File: config.mk
export PLATFORM = sky130hd
export DESIGN_NAME = hrt_sqrt_cell
export DESIGN_NICKNAME = d
export VERILOG_FILES = /design/src/design/hrt_pkg.sv /design/src/design/hrt_sqrt_cell.sv
export SDC_FILE = /design/constraint.sdc
export NUM_CORES = 1
export LEC_CHECK = 0
export BUFFER_PORTS_ARGS = -buffer_cell sky130_fd_sc_hd__buf_2
export CORE_ASPECT_RATIO = 0.9
export CORE_MARGIN = 5
export CORE_UTILIZATION = 37
export DETAILED_ROUTE_END_ITERATION = 10
export GPL_TIMING_DRIVEN = 0
export PLACE_DENSITY = 0.68
export RECOVER_POWER = 25
export REMOVE_ABC_BUFFERS = 1
export SLEW_MARGIN = 15
export SYNTH_ARGS = -nofsm -noshare
export SYNTH_HDL_FRONTEND = slang
export SYNTH_SLANG_ARGS = --single-unit
File: constraint.sdc
create_clock -name clk -period 4.1 [get_ports clk]
set_input_delay 0.615 -clock clk [delete_from_list [all_inputs] [get_ports clk]]
set_output_delay 0.615 -clock clk [all_outputs]
set_load 0.01 [all_outputs]
File: src/design/hrt_pkg.sv
// Shared widths, register codes and cell payload types for the hyperbolic loss kernel.
// Used by the square-root cell, the divider cell and the top level.
package hrt_pkg;

  localparam int DATA_W    = 32;
  localparam int FRAC_W    = 16;

  // square-root row: 97-bit radicand padded to whole digit pairs, 49-bit root
  localparam int SQ_N_W    = 98;
  localparam int SQ_ROOT_W = 49;
  localparam int SQ_REM_W  = 51;
  localparam int SQ_STEPS  = SQ_ROOT_W;

  // divider row: one quotient bit per cell
  localparam int DIV_W     = 116;
  localparam int QB        = 36;

  // register codes (word index on the configuration port)
  localparam logic REG_ASYM  = 1'b0;
  localparam logic REG_SCALE = 1'b1;

  typedef struct packed {
    logic [SQ_REM_W-1:0]  rem;
    logic [SQ_ROOT_W-1:0] root;
    logic [SQ_N_W-1:0]    n;
  } sq_t;

  typedef struct packed {
    logic [DIV_W-1:0] rem;
    logic [QB-1:0]    nlo;
    logic [QB-1:0]    q;
    logic [DIV_W-1:0] den;
  } dv_t;

endpackage

File: src/design/hrt_sqrt_cell.sv
// One digit step of the integer square root row: take two radicand bits, emit one root bit.
// Depends on hrt_pkg.
module hrt_sqrt_cell import hrt_pkg::*; (
  input  logic clk,
  input  logic en,
  input  sq_t  din,
  output sq_t  dout
);

  logic [SQ_REM_W+1:0] rem2;
  logic [SQ_REM_W+1:0] trial;
  logic [SQ_REM_W+1:0] diff;
  logic                ge;

  assign rem2  = {din.rem, din.n[SQ_N_W-1 -: 2]};
  assign trial = {{(SQ_REM_W - SQ_ROOT_W){1'b0}}, din.root, 2'b01};
  assign diff  = rem2 - trial;
  assign ge    = rem2 >= trial;

  always_ff @(posedge clk) begin
    if (en) begin
      dout.n <= din.n << 2;
      if (ge) begin
        dout.rem  <= diff[SQ_REM_W-1:0];
        dout.root <= {din.root[SQ_ROOT_W-2:0], 1'b1};
      end else begin
        dout.rem  <= rem2[SQ_REM_W-1:0];
        dout.root <= {din.root[SQ_ROOT_W-2:0], 1'b0};
      end
    end
  end

endmodule

* Word-level counts from Yosys, hierarchy flattened *
Index checks and enable logic that the tools add are counted.

storage, ports and cells
  register bits after elaboration = 196
  bits in latches = 0
  bits in writable memories = 0
  memory bits (read-only) = 0
  input port bits = 200
  word-level logic and storage cells = 6
  memories kept = 0

cells by class
  add/subtract/negate cells = 1
  multipliers = 0
  divide/modulo/power cells = 0
  $lt $le $gt $ge = 1
  eq/ne operators = 0
  shifts and indexed selects = 0
  mux-type cells = 1
  bitwise gates (word level) = 0
  reduce and logical (&&, ||, !) cells = 0

operator list
  cell            number
  $mux 100        1
  $ge 53x51->1    1
  $sub 51x51->51  1

* Logic depth before layout (Yosys ltp) *
  depth in word-level cells = 2
  depth in mapped cells = 13
  depth with buffers taken out = 11

* Worst setup path before layout *
OpenSTA, ideal clock, no wires.

  path type = input -> register
  start = input port din[111] (netlist bit)
  end = register dout[196] (netlist bit), data pin
  library setup time = 260 ps
  data arrival time = 2824 ps
  data required time = 3840 ps
  slack = 1016 ps
  cell stages on the path = 12
  cell sequence = inv_1 ha_1 buf_2 nand2_2 nor3_2 nand4_1 o211ai_2 a31oi_4 o311a_4 inv_2 buf_6 mux2_4

between the ends
  longest elaborated chain between the ends = 2

ends and longest elaborated chain
  what                                                   line                                      text
  start, declared                                        hrt_sqrt_cell.sv:6                        input sq_t din,
  $sub 51x51->51 / $ge 53x51->1 (equally long branches)  hrt_sqrt_cell.sv:17, hrt_sqrt_cell.sv:18
  $mux 100 (*)                                           hrt_sqrt_cell.sv:23                       if (ge) begin
  end, declared                                          hrt_sqrt_cell.sv:7                        output sq_t dout

Mark *: on every way between the ends. The rest lies on a longest branch, timed or not.
A chain may end at the register's enable or synchronous reset.

* Final worst setup path *
  start = input port din[111] (netlist bit)
  end = register dout[188] (netlist bit), data pin

The elaborated chain is that of the path after synthesis.

==> flow_summary.ini <==
[die]
fp.dieH_um = 165
die_area_um2 = 30100
core_area_um2 = 26200
die_x_um = 182
rows = 56
start_util_pct = 37.7
ioPinCount = 398

[cells_and_area]
layout-drive-gt1-share_pct = 34.1
nets = 1465
reg_top3 = dout (196)
area_delta_synth_final_pct = 28.8
nFillCells = 2497
largest_reg_flops = 196
fin_area_um2 = 12700
regMostFlops = dout
post-route-util_pct = 48.5
antenna_cells = 0

[power_and_ir_drop]
power_frac_seq_pct = 46.4
internal_power_uw = 3750
p_switching_uw = 1630
p_leak_uw = 0.00550
clkPwrFrac_pct = 32.6
vdd_ir_drop_max_mv = 0.288
p_sw_share_pct = 30.2
p_comb_share_pct = 21.0
powerDensity_nw_per_um2 = 423

[setup_path]
startpoint = din[111]
critPathArrivalTime_ns = 4.04
max_stage_delay_ns = 0.59
crit_chain = buf_2 > inv_1 > ha_1 > nand2_2 > nor3_2 > nand4_1 > o211ai_2 > a31oi_4 > o311a_4 > inv_4 > mux2_2
endpoint_kind = register
cp.required_ns = 4.28
critPathMaxFanout = 79
critPathLaunchType = input port
cp_slowest_cell = inv_4
crit_end = dout[188]$_DFFE_PP_
path_class = in2reg

[clocking]
htreeDepth = 4
clock_path_buffers = 2
cts_tree = done
clock_sinks = 196
numCtsBuffers = 17
cts-hold-fix-buffers = 0
cts_root_buf = clkbuf_16
clk_pin_slew_ns = 0.09
cts-resized-gates = 0
post_cts.repair.setup_buffers = 0

[flow_run]
maxCapViolCount = 1

[outcome]
outcome = finished with violations
violations = capacitance limit, slew limit

[detailed_routing]
ant_nets = 0
drt-vias-per-instance = 5.05
drt_wl_total_um = 31300
drt-initial-drc-count = 537
via_count = 7959
routedWlPerCell_um = 19.8
first_pass_iters = 5
drcViolationCount = 0

[synthesis]
synth_area_leaders = edfxtp_1 60%, ha_1 6.5%, a21oi_1 4.2%
ys_async_sr_fraction_pct = 0
yosysSeqAreaShare_pct = 59.6
synth.distinct_cells = 71
yosys_warnings = 0
syn_area_um2 = 9870
synth.avg_cell_area_um2 = 11.9
yosysTopAreaCell = edfxtp_1
synthFlopType = edfxtp_1
synth_most_common_cell = edfxtp_1
ys_ff_latch = 196
synthCells = 828
yosys-top-cells-count = 196 x edfxtp_1, 83 x a21oi_1, 81 x nor2_1
yosys.area.top_type_share_pct = 59.6
synth_edf_count = 196

[grt]
grt_pass1_vias = 7787
grt_pass1_wl_um = 45500
overflow = 0
grt_max_degree = 103
antenna_found_initial = 5
grt_usage_pct = 19.8

[sta]
drv_slew = 95
fmax_mhz = 259
finalWorstPathRequiredPeriod_ns = 3.86
setup_violations = 0
whs_ns = 0.351
fin_crit_sh_pct = 94.1
fin_ws_ns = 0.240
rsz0062_at_grt = no
hold_viol_final = 0
slew_headroom_pct = -65.3
tightest_slew_ns = 2.48

[min_path]
hp-class = in2reg

[placed_design]
port_buffers = 395
dp.final_hpwl_um = 24800
place_area_um2 = 12100
place_congestion = 0.877
pre_cts_ws_ns = -0.161
[metal layers]
layer | wire length (um) | track usage (%) | up-vias
met5 | 66 | 0 | -
met4 | 370 | 4.26 | 10
met3 | 2560 | 5.95 | 29
met2 | 15800 | 34.9 | 295
met1 | 12400 | 24.1 | 3762
li1 | - | - | 3863
[layout by cell type (no fill, tap or decap), types with 7 or more instances in the layout]
cell type  instances
a21o_1            27
nand4_1           18
xnor2_1           23
xor2_1            17
o21ai_0           35
o21bai_1          11
o211ai_1           7
a21oi_1           83
ha_1              51
o31ai_1            8
nor3_1            18
edfxtp_1         196
clkbuf_1          33
nand2_1           50
nor2_1            81
inv_1             63
clkbuf_16         17
buf_2            360
[cells by family after synthesis]
group / after synthesis / synth area share [%]
adders and majority gates: 51 / 6.46
muxes: 5 / 0.608
xor gates and xnor gates: 40 / 3.55
AOI/OAI and AO/OA: 225 / 15.1
DFF: 196 / 59.6
buffers and inverters: 94 / 4.31
and+or+nand+nor: 216 / 10.4
other: 1 / 0.0380
[layout make-up]
type                            instances  area [um^2]  area share [%]
Tap cell                              348          435            3.42
Clock inverter                         15          196            1.55
Timing Repair Buffer                  396         1960            15.4
Clock buffer                           17          425            3.35
Inverter                               64          243            1.91
Multi-Input combinational cell        539         3570            28.0
Sequential cell                       196         5890            46.3
[how the worst min path moves through the flow]
stage                 start                   to  depth (start not counted)
floorplan           din[99]  dout[100]$_DFFE_PP_                          0
global placement    din[26]   dout[28]$_DFFE_PP_                          1
detailed placement   din[2]    dout[4]$_DFFE_PP_                          1
CTS                 din[91]   dout[93]$_DFFE_PP_                          1
global route        din[76]   dout[78]$_DFFE_PP_                          1
finish              din[44]   dout[46]$_DFFE_PP_                          1
[power groups by stage]
stage | logic [uW] | registers [uW] | clock network (uW)
6_report | 1130 | 2500 | 1750
5_1_grt | 1240 | 2520 | 1900
4_1_cts | 1150 | 2500 | 1810
3_5_place_dp | 1140 | 2540 | 0
3_3_place_gp | 1120 | 2540 | 0
2_1_floorplan | 504 | 2660 | 0
[metrics by stage]
stage | setup TNS [ns] | std cells | total power [uW]
floorplan | 0 | 799 | 3170
global placement | -58.85 | 1542 | 3660
detailed placement | -0.451 | 1543 | 3680
CTS | 0 | 1575 | 5460
global route | 0 | 1575 | 5650
finish | 0 | 1575 | 5380
[worst max-delay path, delay by kind of cell]
family          cells  cell delay (ns)
fa+ha+maj           1             0.43
simple gates        3             0.54
mux                 1             0.41
buf+inv             3             0.71
compound gates      3             1.22
No activity file was read; power rests on OpenSTA's default activity.
