File: src/design/hrt_pkg.sv
// Shared widths, register codes and cell payload types for the hyperbolic loss kernel.
// Used by the square-root cell, the divider cell and the top level.
package hrt_pkg;

  localparam int DATA_W    = 32;
  localparam int FRAC_W    = 16;

  // square-root row: 97-bit radicand padded to whole digit pairs, 49-bit root
  localparam int SQ_N_W    = 98;
  localparam int SQ_ROOT_W = 49;
  localparam int SQ_REM_W  = 51;
  localparam int SQ_STEPS  = SQ_ROOT_W;

  // divider row: one quotient bit per cell
  localparam int DIV_W     = 116;
  localparam int QB        = 36;

  // register codes (word index on the configuration port)
  localparam logic REG_ASYM  = 1'b0;
  localparam logic REG_SCALE = 1'b1;

  typedef struct packed {
    logic [SQ_REM_W-1:0]  rem;
    logic [SQ_ROOT_W-1:0] root;
    logic [SQ_N_W-1:0]    n;
  } sq_t;

  typedef struct packed {
    logic [DIV_W-1:0] rem;
    logic [QB-1:0]    nlo;
    logic [QB-1:0]    q;
    logic [DIV_W-1:0] den;
  } dv_t;

endpackage

File: src/design/hrt_div_cell.sv
// One restoring step of the divider row: shift in a dividend bit, emit one quotient bit.
// Depends on hrt_pkg.
module hrt_div_cell import hrt_pkg::*; (
  input  logic clk,
  input  logic en,
  input  dv_t  din,
  output dv_t  dout
);

  logic [DIV_W:0] rem2;
  logic [DIV_W:0] denx;
  logic [DIV_W:0] diff;
  logic           ge;

  assign rem2 = {din.rem, din.nlo[QB-1]};
  assign denx = {1'b0, din.den};
  assign diff = rem2 - denx;
  assign ge   = rem2 >= denx;

  always_ff @(posedge clk) begin
    if (en) begin
      dout.rem <= ge ? diff[DIV_W-1:0] : rem2[DIV_W-1:0];
      dout.nlo <= din.nlo << 1;
      dout.q   <= {din.q[QB-2:0], ge};
      dout.den <= din.den;
    end
  end

endmodule

File: config.mk
export PLATFORM = sky130hd
export DESIGN_NAME = hrt_div_cell
export DESIGN_NICKNAME = d
export VERILOG_FILES = /design/src/design/hrt_pkg.sv /design/src/design/hrt_div_cell.sv
export SDC_FILE = /design/constraint.sdc
export NUM_CORES = 1
export LEC_CHECK = 0
export ABC_CLOCK_PERIOD_IN_PS = 3300
export BUFFER_PORTS_ARGS = -buffer_cell sky130_fd_sc_hd__buf_2
export CAP_MARGIN = 10
export CORE_AREA = 5 5 233 235
export DETAILED_ROUTE_END_ITERATION = 6
export DIE_AREA = 0 0 238 240
export GPL_ROUTABILITY_DRIVEN = 0
export SLEW_MARGIN = 20
export SYNTH_ARGS = -nofsm -noshare
export SYNTH_HDL_FRONTEND = slang
export SYNTH_SLANG_ARGS = --single-unit
File: constraint.sdc
create_clock -name clk -period 3.3 [get_ports clk]
set_clock_uncertainty 0.15 [all_clocks]
set_input_delay 0.165 -clock clk [delete_from_list [all_inputs] [get_ports clk]]
set_output_delay 0.165 -clock clk [all_outputs]
set_load 0.005 [all_outputs]
## After elaboration in Yosys (flattened, before gate mapping)

Index checks and enable logic that the tools add are counted.

| storage, ports and cells | value |
|---|---|
| flip-flop bits (word level) | 303 |
| bits of input ports | 306 |
| output and inout port bits | 304 |
| logic and storage cells | 7 |

| cells by class | value |
|---|---|
| add/subtract/negate cells | 1 |
| $lt $le $gt $ge | 1 |
| muxes and demuxes | 1 |

Operators with widths:

| operator | number |
|---|---|
| 117-bit by 116-bit greater-or-equal comparator with 1-bit output | 1 |
| 116-bit two-way mux | 1 |
| 116-bit subtractor | 1 |

## Logic depth before layout (Yosys ltp)

Gate-level depths: netlist of the first run.

| logic depth | value |
|---|---|
| depth in word-level cells | 2 |
| mapped depth | 17 |
| mapped depth without buffers | 14 |

## Worst setup path after synthesis of the first run

No wires, ideal clock.

| timing path | value |
|---|---|
| kind | input-to-reg |
| from | input port din[81] (netlist bit) |
| to | register dout[233] (netlist bit) (data pin) |
| library setup time | 0.260 ns |
| arrival | 2.915 ns |
| data required time | 2.890 ns |
| slack | -0.025 ns |
| stages | 15 |
| buffers on the path | 2 |
| cell sequence | inv_1 -> ha_1 -> buf_4 -> nand4_4 -> nor3_4 -> inv_2 -> or4_4 -> or3_1 -> nor4_1 -> nor3_1 -> o311ai_2 -> a41oi_4 -> inv_6 -> buf_12 -> mux2_2 |

| on the way | value |
|---|---|
| longest elaborated chain between the ends | 2 |

RTL lines:

| what | RTL line | text |
|---|---|---|
| from (decl) | hrt_div_cell.sv:6 | `input dv_t din,` |
| 117-bit by 116-bit greater-or-equal comparator with 1-bit output | hrt_div_cell.sv:18 | `assign ge = rem2 >= denx;` |
| 116-bit two-way mux | hrt_div_cell.sv:22 | `dout.rem <= ge ? diff[DIV_W-1:0] : rem2[DIV_W-1:0];` |
| to (decl) | hrt_div_cell.sv:7 | `output dv_t dout` |

No other way between the ends.
A chain may end at the register's enable or synchronous reset.

## Final worst setup path of the first run

| timing path | value |
|---|---|
| from | input port din[11] (netlist bit) |
| to | register dout[195] (netlist bit) (data pin) |

The elaborated chain is that of the path after synthesis.

==> results_dict.tcl, run 1 <==
set metrics [dict create \
    status "finished, final reports clean" \
    synth_edf_count 303 \
    hold_class "in -> reg" \
    hold_viol_final 0 \
    postSynthAreaPerCell_sq_um 9.89 \
    ir_worst_vdd_mv 0.379 \
    antenna_found_initial 16 \
    synth_seq_cells 303 \
    fp.dieH_um 240 \
    design.core.area_sq_mm 0.0520 \
    relSlewSlack_pct 39.1 \
    overflow 0 \
    htreeDepth 2 \
    die_area_sq_mm 0.0571 \
    final_cell_mix "606 x buf_2, 442 x buf_4, 303 x edfxtp_1, 303 x dlygate4sd3_1, 219 x a21oi_1" \
    worstSetupPathType "in -> reg" \
    fin_crit_ns 3.23 \
    clockBufferDepth 3 \
    regMostFlops "dout" \
    synth_top_cells_by_area "edfxtp_1 48%, ha_1 7.6%, a21oi_1 5.9%" \
    synthArstFlopShare_pct 0 \
    yosysSeqAreaShare_pct 47.8 \
    synth_top_area_cell "edfxtp_1" \
    power_frac_clock_pct 31.6 \
    final_core_utilization_pct 58.8 \
    synthesis.nets 2347 \
    fin_nets 3658 \
    p_leak_nw 13.8 \
    cap_viol_max_count 0 \
    switching_power_w 0.00394 \
    power_density_mw_per_mm2 430 \
    tightest_slew_ns 0.913 \
    power.share.switching_pct 29.9 \
    first_pass_iters 6 \
    cts_buffers 37 \
    portBuffers 607 \
    cp_max_fo 13 \
    final_common_cell "buf_2" \
    period_share_pct 97.7 \
    crit_path_start_kind "primary input" \
    clkTransAtPathRegs_ns 0.06 \
    pin_count 610 \
    maxSlewViolCount 0 \
    place_inst 3570 \
    grt_usage_pct 25.7 \
    drtAntennaViolNets 0 \
    synth-main-ff-cell "edfxtp_1" \
    area_delta_synth_final_pct 60.7 \
    largest_registers "dout: 303 flops" \
    cts_tree "yes" \
    combPwrFrac_pct 31.1 \
    wire_per_inst_um 20.0 \
    vias 20171 \
    power.total_w 0.0131 \
    whs_path_depth 1 \
    totalWireLength_mm 79.1 \
    setup_viol 0 \
    endpoint_kind "flip-flop" \
    worst_ep_required_time_ns 3.46 \
    intPower_w 0.00921 \
    netlist-cell-type-count 83 \
    cts.sinks 303 \
    initial_core_util_pct 36.6 \
    std_cell_rows 84 \
    via_per_inst 5.09 \
    largest_reg_flops 303 \
    whs_endpoint "dout[90]" \
    die_width_um 238 \
    worstHoldStart "en" \
    mappedNetlistArea_sq_mm 0.0190 \
    fin_tns_setup_ns 0 \
    drc 0 \
    final_cell_count_no_fill 3963 \
    grt_pass1_wl_mm 116 \
    cp_data_arrival_time_ns 3.38 \
    dr.first_iter.drc_count 1429 \
    timing.fmax_mhz 310 \
    yosys_warnings 0 \
    pwr-share-seq_pct 37.4 \
    drive_gt1_share_pct 38.0 \
    syn_inst 1924 \
    grt_max_degree 98 \
    clock-root-buffer "clkbuf_16" \
    grt_pass1_vias 20689 \
    synth.top_cell.area_share_pct 47.8 \
    hpwl_mm 60.0 \
]
## metal layers
metal | wire, um | global-route usage (%) | up-vias | share of wire (%)
li1 | - | - | 9653 | -
met1 | 31600 | 31.6 | 9543 | 40
met2 | 38900 | 45.2 | 828 | 49
met3 | 6410 | 5.84 | 141 | 8.1
met4 | 2170 | 7.95 | 6 | 2.7
met5 | 34 | 0 | - | 0.043
## metrics by stage
step / hold WS [ns] / setup WS [ns] / cell area [sq um]
5_1_grt: 0.0468 / -0.0738 / 30600
6_report: 0.0455 / 0.0747 / 30600
4_1_cts: -0.369 / 0.00451 / 30100
3_3_place_gp: 0.192 / -0.738 / 25900
2_1_floorplan: 0.114 / 0.00639 / 19000
3_5_place_dp: 0.193 / -0.676 / 25900
## worst max-delay path by stage
| stage | start | endpoint | slack (ns) | depth (start not counted) |
|---|---|---|---|---|
| after floorplan | din[187] | dout[278] | 0.006 | 14 |
| final | din[11] | dout[195] | 0.07 | 17 |
| after detailed placement | din[81] | dout[303] | -0.68 | 16 |
| after global placement | din[81] | dout[303] | -0.74 | 16 |
| after global routing | din[11] | dout[213] | -0.07 | 18 |
| after CTS | din[187] | dout[302] | 0.005 | 17 |
## power groups by stage
stage / Combinational [W] / Clock [W] / Sequential [W]
floorplan: 0.00165 / 0 / 0.00501
detailed placement: 0.00365 / 0 / 0.00498
global placement: 0.00362 / 0 / 0.00497
global route: 0.00443 / 0.00444 / 0.00494
CTS: 0.00397 / 0.00425 / 0.00491
finish: 0.00409 / 0.00415 / 0.00491
## critical path, stage by stage
cell      delay, ns
buf_2          0.10
inv_1          0.06
ha_1           0.40
and4_1         0.28
nand2_1        0.12
o22ai_2        0.12
buf_4          0.15
o211ai_1       0.20
nand3_2        0.18
a21oi_4        0.25
o21ai_2        0.10
or2_4          0.26
a41oi_4        0.32
buf_6          0.19
buf_6          0.18
o21ai_0        0.12
buf_4          0.16
## Yosys cell counts, drive strengths merged, types with 6 or more instances
cell type / instances
edfxtp: 303
a21oi: 267
nor2: 203
inv: 165
nand2: 154
o21ai: 120
ha: 116
nand4: 67
xnor2: 65
clkbuf: 58
a21o: 45
buf: 42
xor2: 38
o21bai: 33
nor3: 29
o21a: 20
nand3: 19
o31ai: 14
or3: 14
nand2b: 12
a211oi: 11
a21boi: 9
nor2b: 9
nor4: 9
o211ai: 9
a31oi: 8
or2: 7
o41ai: 6
## layout make-up
cell class / count / area [sq um]
clock buffers: 45 / 977
repair buffers: 1370 / 9750
fillers: 4426 / 21500
diodes: 13 / 32.5
multi-input cells: 1356 / 8960
clock inverters: 21 / 235
inverters: 165 / 632
well taps: 688 / 861
repair inverters: 2 / 17.5
flip-flops and latches: 303 / 9100
## repair_timing
item,4_1_cts,5_1_grt
buffers inserted,0,8
resized for setup,6,46
endpoints found under the setup margin,60,105
hold endpoints to repair,301,2
hold buffers,300,3
pin swaps,0,14
gates cloned,0,4
## logic make-up after synthesis
kind of cell | Yosys count | share of synthesized area [%]
xor gates and xnor gates | 103 | 4.74
DFF | 303 | 47.8
adders and majority gates | 117 | 7.73
muxes | 4 | 0.230
and+or+nand+nor | 545 | 13.5
other | 1 | 0.0197
AOI/OAI and AO/OA | 586 | 19.8
buffers and inverters | 265 | 6.16
(Power assumes the default switching activity.)
==> run 2, diff against run 1 <==
Settings changed: CELL_PAD_IN_SITES_DETAIL_PLACEMENT set to 1, CELL_PAD_IN_SITES_GLOBAL_PLACEMENT set to 1, CORE_AREA 5 5 233 235 to not set, CORE_MARGIN set to 5, CORE_UTILIZATION set to 35, DIE_AREA 0 0 238 240 to not set, PLACE_DENSITY_LB_ADDON set to 0.1.
==> run 2 against run 1 <==
Net effect: clock power shrank 5.5%; cell count grew 2.8%; sequential power barely moved; count of clock-buffer cells in the layout grew 3; maximum frequency down 2.7%; routed wire length is 23% higher; worst hold slack improved by 0.069 ns; the run now ends with negative setup slack left; critical endpoint is now dout[226]; global-route usage grew 5.1 points; largest power group unchanged; worst setup slack got worse by 0.090 ns.
==> results_dict.tcl, run 2 (same netlist as run 1, synthesis figures left out) <==
set metrics [dict create \
    power_density_mw_per_mm2 420 \
    hold_viol_final 0 \
    die_area_sq_mm 0.0591 \
    tightest_slew_ns 0.711 \
    finalWorstSetupSlack_ns -0.0155 \
    drc 0 \
    p_leak_nw 14.3 \
    fin_nets 3751 \
    wire_per_inst_um 23.9 \
    cts_tree "yes" \
    power_frac_clock_pct 29.3 \
    largest_registers "dout: 303 flops" \
    via_per_inst 5.18 \
    cts_buffers 37 \
    hpwl_mm 71.0 \
    relSlewSlack_pct 52.1 \
    std_cell_rows 85 \
    clockBufferDepth 3 \
    totalWireLength_mm 97.4 \
    final_common_cell "buf_2" \
    hold_class "in -> reg" \
    grt_pass1_vias 23051 \
    cts.sinks 303 \
    violations "negative setup slack" \
    worstSetupPathType "in -> reg" \
    power.total_w 0.0134 \
    cap_viol_max_count 0 \
    drive_gt1_share_pct 42.0 \
    grt_max_degree 76 \
    grt_usage_pct 30.8 \
    die_width_um 243 \
    endpoint_kind "flip-flop" \
    intPower_w 0.00905 \
    antenna_found_initial 27 \
    maxSlewViolCount 0 \
    htreeDepth 2 \
    period_share_pct 100 \
    clkTransAtPathRegs_ns 0.06 \
    cp_data_arrival_time_ns 3.49 \
    first_pass_iters 5 \
    place_inst 3643 \
    initial_core_util_pct 35.3 \
    rsz0062_at_grt "yes" \
    worst_ep_required_time_ns 3.47 \
    fin_crit_ns 3.32 \
    cp_max_fo 8 \
    design.core.area_sq_mm 0.0538 \
    largest_reg_flops 303 \
    grt_pass1_wl_mm 141 \
    fill_cells 6209 \
    combPwrFrac_pct 33.8 \
    switching_power_w 0.00434 \
    area_delta_synth_final_pct 67.4 \
    drtAntennaViolNets 0 \
    final_cell_count_no_fill 4075 \
    regMostFlops "dout" \
    crit_path_start_kind "primary input" \
    pwr-share-seq_pct 36.9 \
    pin_count 610 \
    setup_viol 1 \
    ir_worst_vdd_mv 0.383 \
    final_core_utilization_pct 59.2 \
    clock-root-buffer "clkbuf_16" \
    power.share.switching_pct 32.4 \
    final_cell_mix "602 x buf_2, 536 x buf_4, 305 x dlygate4sd3_1, 303 x edfxtp_1, 206 x a21oi_1" \
    status "finished, violations left" \
    fp.dieH_um 243 \
    overflow 0 \
    dr.first_iter.drc_count 1238 \
    portBuffers 607 \
    timing.fmax_mhz 302 \
    vias 21092 \
]
## run 2: cell count changes in the layout (fill, tap and decap cells not counted), moves of 10 or more
cell / before / now
ha_1: 113 / 94
buf_4: 442 / 536
a21oi_2: 47 / 57
a21oi_1: 219 / 206
diode_2: 13 / 24
nor2_1: 190 / 177
ha_4: 0 / 22
## run 2: metal layers
metal,wire length [um],GRT usage [%],vias up
met1,36600,34.0,10380
met4,4090,14.3,12
li1,-,-,9814
met5,87,0,-
met3,6640,8.18,157
met2,50000,55.2,729
## run 2: critical path: stages
cell and delay, ns:
buf_2 0.11, inv_1 0.11, ha_4 0.22, buf_4 0.15, a21o_1 0.19, a21oi_2 0.20
buf_4 0.15, o22ai_2 0.08, o211ai_1 0.30, nand3_4 0.15, a21oi_4 0.24, o21ai_2 0.10
or2_4 0.28, a41oi_4 0.19, clkinv_4 0.22, buf_12 0.20, buf_4 0.15, nor2_1 0.17
a21oi_1 0.07
## run 2: final timing paths
check / from / end / slack (ns) / cells past startpoint
worst min-delay path: din[211] / dout[212] / 0.11 / 4
worst max-delay path: din[6] / dout[226] / -0.02 / 19
## run 2: what timing repair did
item / CTS / global route
endpoints found under the setup margin: 117 / 115
hold endpoints to repair: 350 / 0
resized for setup: 48 / 118
gates cloned: 1 / 2
pin swaps: 19 / 49
buffers inserted: 14 / 22
hold buffers: 305 / 0
## run 2: per-stage QoR
stage,setup slack (ns),hold WS (ns),cell area (sq um),TNS (ns)
finish,-0.0155,0.115,31800,-0.0155
CTS,-0.0544,0.0572,31000,-0.116
floorplan,0.00639,0.114,19000,0
detailed placement,-1.02,0.194,26400,-94.03
global placement,-1.04,0.192,26400,-91.00
global route,-0.108,0.126,31800,-1.75
## run 2: area by class of cell
cell class              instances  area (sq um)  area share (%)
multi-input cells            1356          9530            29.9
diodes                         24          60.1           0.189
repair buffers               1465         10500            33.1
well taps                     696           871            2.74
flip-flops and latches        303          9100            28.6
clock buffers                  48           967            3.04
inverters                     165           624            1.96
clock inverters                18           158           0.495
## run 2: power groups by stage
stage	logic, W	clock network (W)	registers (W)
global placement	0.00379	0	0.00497
floorplan	0.00165	0	0.00501
finish	0.00453	0.00392	0.00494
detailed placement	0.00388	0	0.00499
CTS	0.00428	0.00396	0.00492
global route	0.00484	0.00419	0.00496
==> run 3, diff against run 2 <==
Settings changed: ABC_CLOCK_PERIOD_IN_PS 3300 to 3800, CORE_AREA set to 5 5 234 236, CORE_MARGIN 5 to not set, CORE_UTILIZATION 35 to not set, DIE_AREA set to 0 0 239 241.
Clock period 3.3 ns to 3.8 ns, I/O delays scaled along.
==> run 3 against run 2 <==
Net effect: the flow finishes with violations (negative hold slack); routed wire length down 9.9%; largest power group unchanged; worst setup slack better by 0.085 ns; sequential cell count unchanged; worst hold slack worse by 0.12 ns; cell area down 9.8%; utilization down 4.2 points; count of clock-buffer cells in the layout down 7; sequential power down 14%; global-route usage down 2.6 points; clock power down 8.7%; cell count down 9.3%; combinational power down 26%.
==> results_dict.tcl, run 3 (same netlist as run 1, synthesis figures left out) <==
set metrics [dict create \
    intPower_w 0.00766 \
    cts_tree "yes" \
    first_pass_iters 5 \
    htreeDepth 2 \
    grt_max_degree 83 \
    power_frac_clock_pct 31.9 \
    overflow 0 \
    final_common_cell "buf_2" \
    hpwl_mm 63.9 \
    power.total_w 0.0112 \
    totalWireLength_mm 87.7 \
    worstHoldStart "din[272]" \
    place_area_sq_mm 0.0238 \
    largest_registers "dout: 303 flops" \
    fin_area_sq_mm 0.0287 \
    grt_pass1_wl_mm 126 \
    finalWorstSetupSlack_ns 0.0691 \
    cap_viol_max_count 0 \
    vias 19333 \
    hold_viol_final 1 \
    critPathLaunch "din[87]" \
    worst_ep_required_time_ns 3.96 \
    regMostFlops "dout" \
    setup_viol 0 \
    drtAntennaViolNets 0 \
    pwr-share-seq_pct 38.0 \
    fin_nets 3399 \
    grt_usage_pct 28.2 \
    area_delta_synth_final_pct 50.9 \
    dp_slack_ns -0.279 \
    die_area_sq_mm 0.0576 \
    fin_crit_ns 3.73 \
    initial_core_util_pct 36.4 \
    drive_gt1_share_pct 33.5 \
    period_share_pct 98.2 \
    cp_data_arrival_time_ns 3.89 \
    timing.fmax_mhz 268 \
    cpPeakStageDelay_ns 0.57 \
    cp_max_fo 4 \
    cts_buffers 37 \
    std_cell_rows 84 \
    via_per_inst 5.23 \
    p_leak_nw 12.6 \
    rsz0062_at_grt "yes" \
    power_density_mw_per_mm2 390 \
    worstSetupPathType "in -> reg" \
    antenna_found_initial 10 \
    maxSlewViolCount 0 \
    pin_count 610 \
    relSlewSlack_pct 47.2 \
    violations "negative hold slack" \
    cts.sinks 303 \
    crit_path_start_kind "primary input" \
    die_width_um 239 \
    endpoint_kind "flip-flop" \
    clock-root-buffer "clkbuf_16" \
    fp.dieH_um 241 \
    switching_power_w 0.00355 \
    largest_reg_flops 303 \
    clockBufferDepth 3 \
    whs_ns -0.00838 \
    hold_class "in -> reg" \
    combPwrFrac_pct 30.0 \
    slowest_stage "or4_4" \
    portBuffers 607 \
    status "finished, violations left" \
    power.share.switching_pct 31.7 \
    design.core.area_sq_mm 0.0522 \
    dr.first_iter.drc_count 1171 \
    wire_per_inst_um 23.7 \
    tightest_slew_ns 0.783 \
    ir_worst_vdd_mv 0.409 \
    worstPathCellList "dlygate4sd3_1 > buf_2 > inv_1 > ha_4 > nand2_4 > nor3_4 > inv_2 > or4_4 > or3_4 > nor4_4 > nor3_2 > o311ai_2 > a41oi_4 > buf_6 > buf_12 > buf_12 > a211oi_4 > nor3_2" \
    fill_cells 5982 \
    final_cell_mix "600 x buf_2, 303 x edfxtp_1, 303 x dlygate4sd3_1, 220 x a21oi_1, 188 x buf_4" \
    clkTransAtPathRegs_ns 0.06 \
    drc 0 \
    grt_pass1_vias 20850 \
]
[run 3: area by class of cell]
| cell class | instances | area (sq um) | area share, % |
|---|---|---|---|
| sequential | 303 | 9100 | 31.7 |
| multi-input combinational | 1356 | 9090 | 31.6 |
| timing repair buffer | 1113 | 7840 | 27.3 |
| clock buffer | 41 | 941 | 3.28 |
| tap | 688 | 861 | 3.00 |
| inverter | 165 | 632 | 2.20 |
| clock inverter | 23 | 235 | 0.819 |
| antenna | 8 | 20.0 | 0.0697 |
[run 3: routing by layer]
| layer | up-vias | GRT usage [%] | part of all wire [%] |
|---|---|---|---|
| met5 | - | 0 | 0.027 |
| met4 | 4 | 8.14 | 2.8 |
| met3 | 118 | 6.18 | 6.7 |
| met2 | 635 | 51.7 | 51 |
| met1 | 9478 | 33.4 | 39 |
| li1 | 9098 | - | - |
[run 3: stage by stage]
stage	utilization (%)	setup TNS, ns	instances
final	55.0	0	3697
after global routing	54.9	-0.0828	3692
after CTS	53.7	0	3664
after detailed placement	45.6	-19.38	3298
after global placement	45.6	-14.17	3298
after floorplan	-	0	1924
[run 3: repair_timing]
action,CTS,global route
hold buffers,302,5
setup buffers,0,26
hold endpoints to repair,308,4
gates resized for setup,0,82
endpoints found under the setup margin,0,116
[run 3: power groups by stage]
stage	sequential (W)	clock, W	combinational, W
CTS	0.00425	0.00362	0.00320
global route	0.00429	0.00380	0.00362
floorplan	0.00436	0	0.00143
global placement	0.00430	0	0.00288
detailed placement	0.00431	0	0.00292
finish	0.00426	0.00358	0.00337
[run 3: final timing paths]
| kind | to | slack (ns) | cells after the start |
|---|---|---|---|
| worst max-delay path | dout[240] | 0.07 | 18 |
| worst min-delay path | dout[273] | -0.008 | 3 |
[run 3: worst max-delay path, delay by kind of cell]
kind	cells	cell delay, ns
AOI/OAI and AO/OA	3	0.44
buffers and inverters	7	1.22
and+or+nand+nor	7	1.75
adders and majority gates	1	0.28
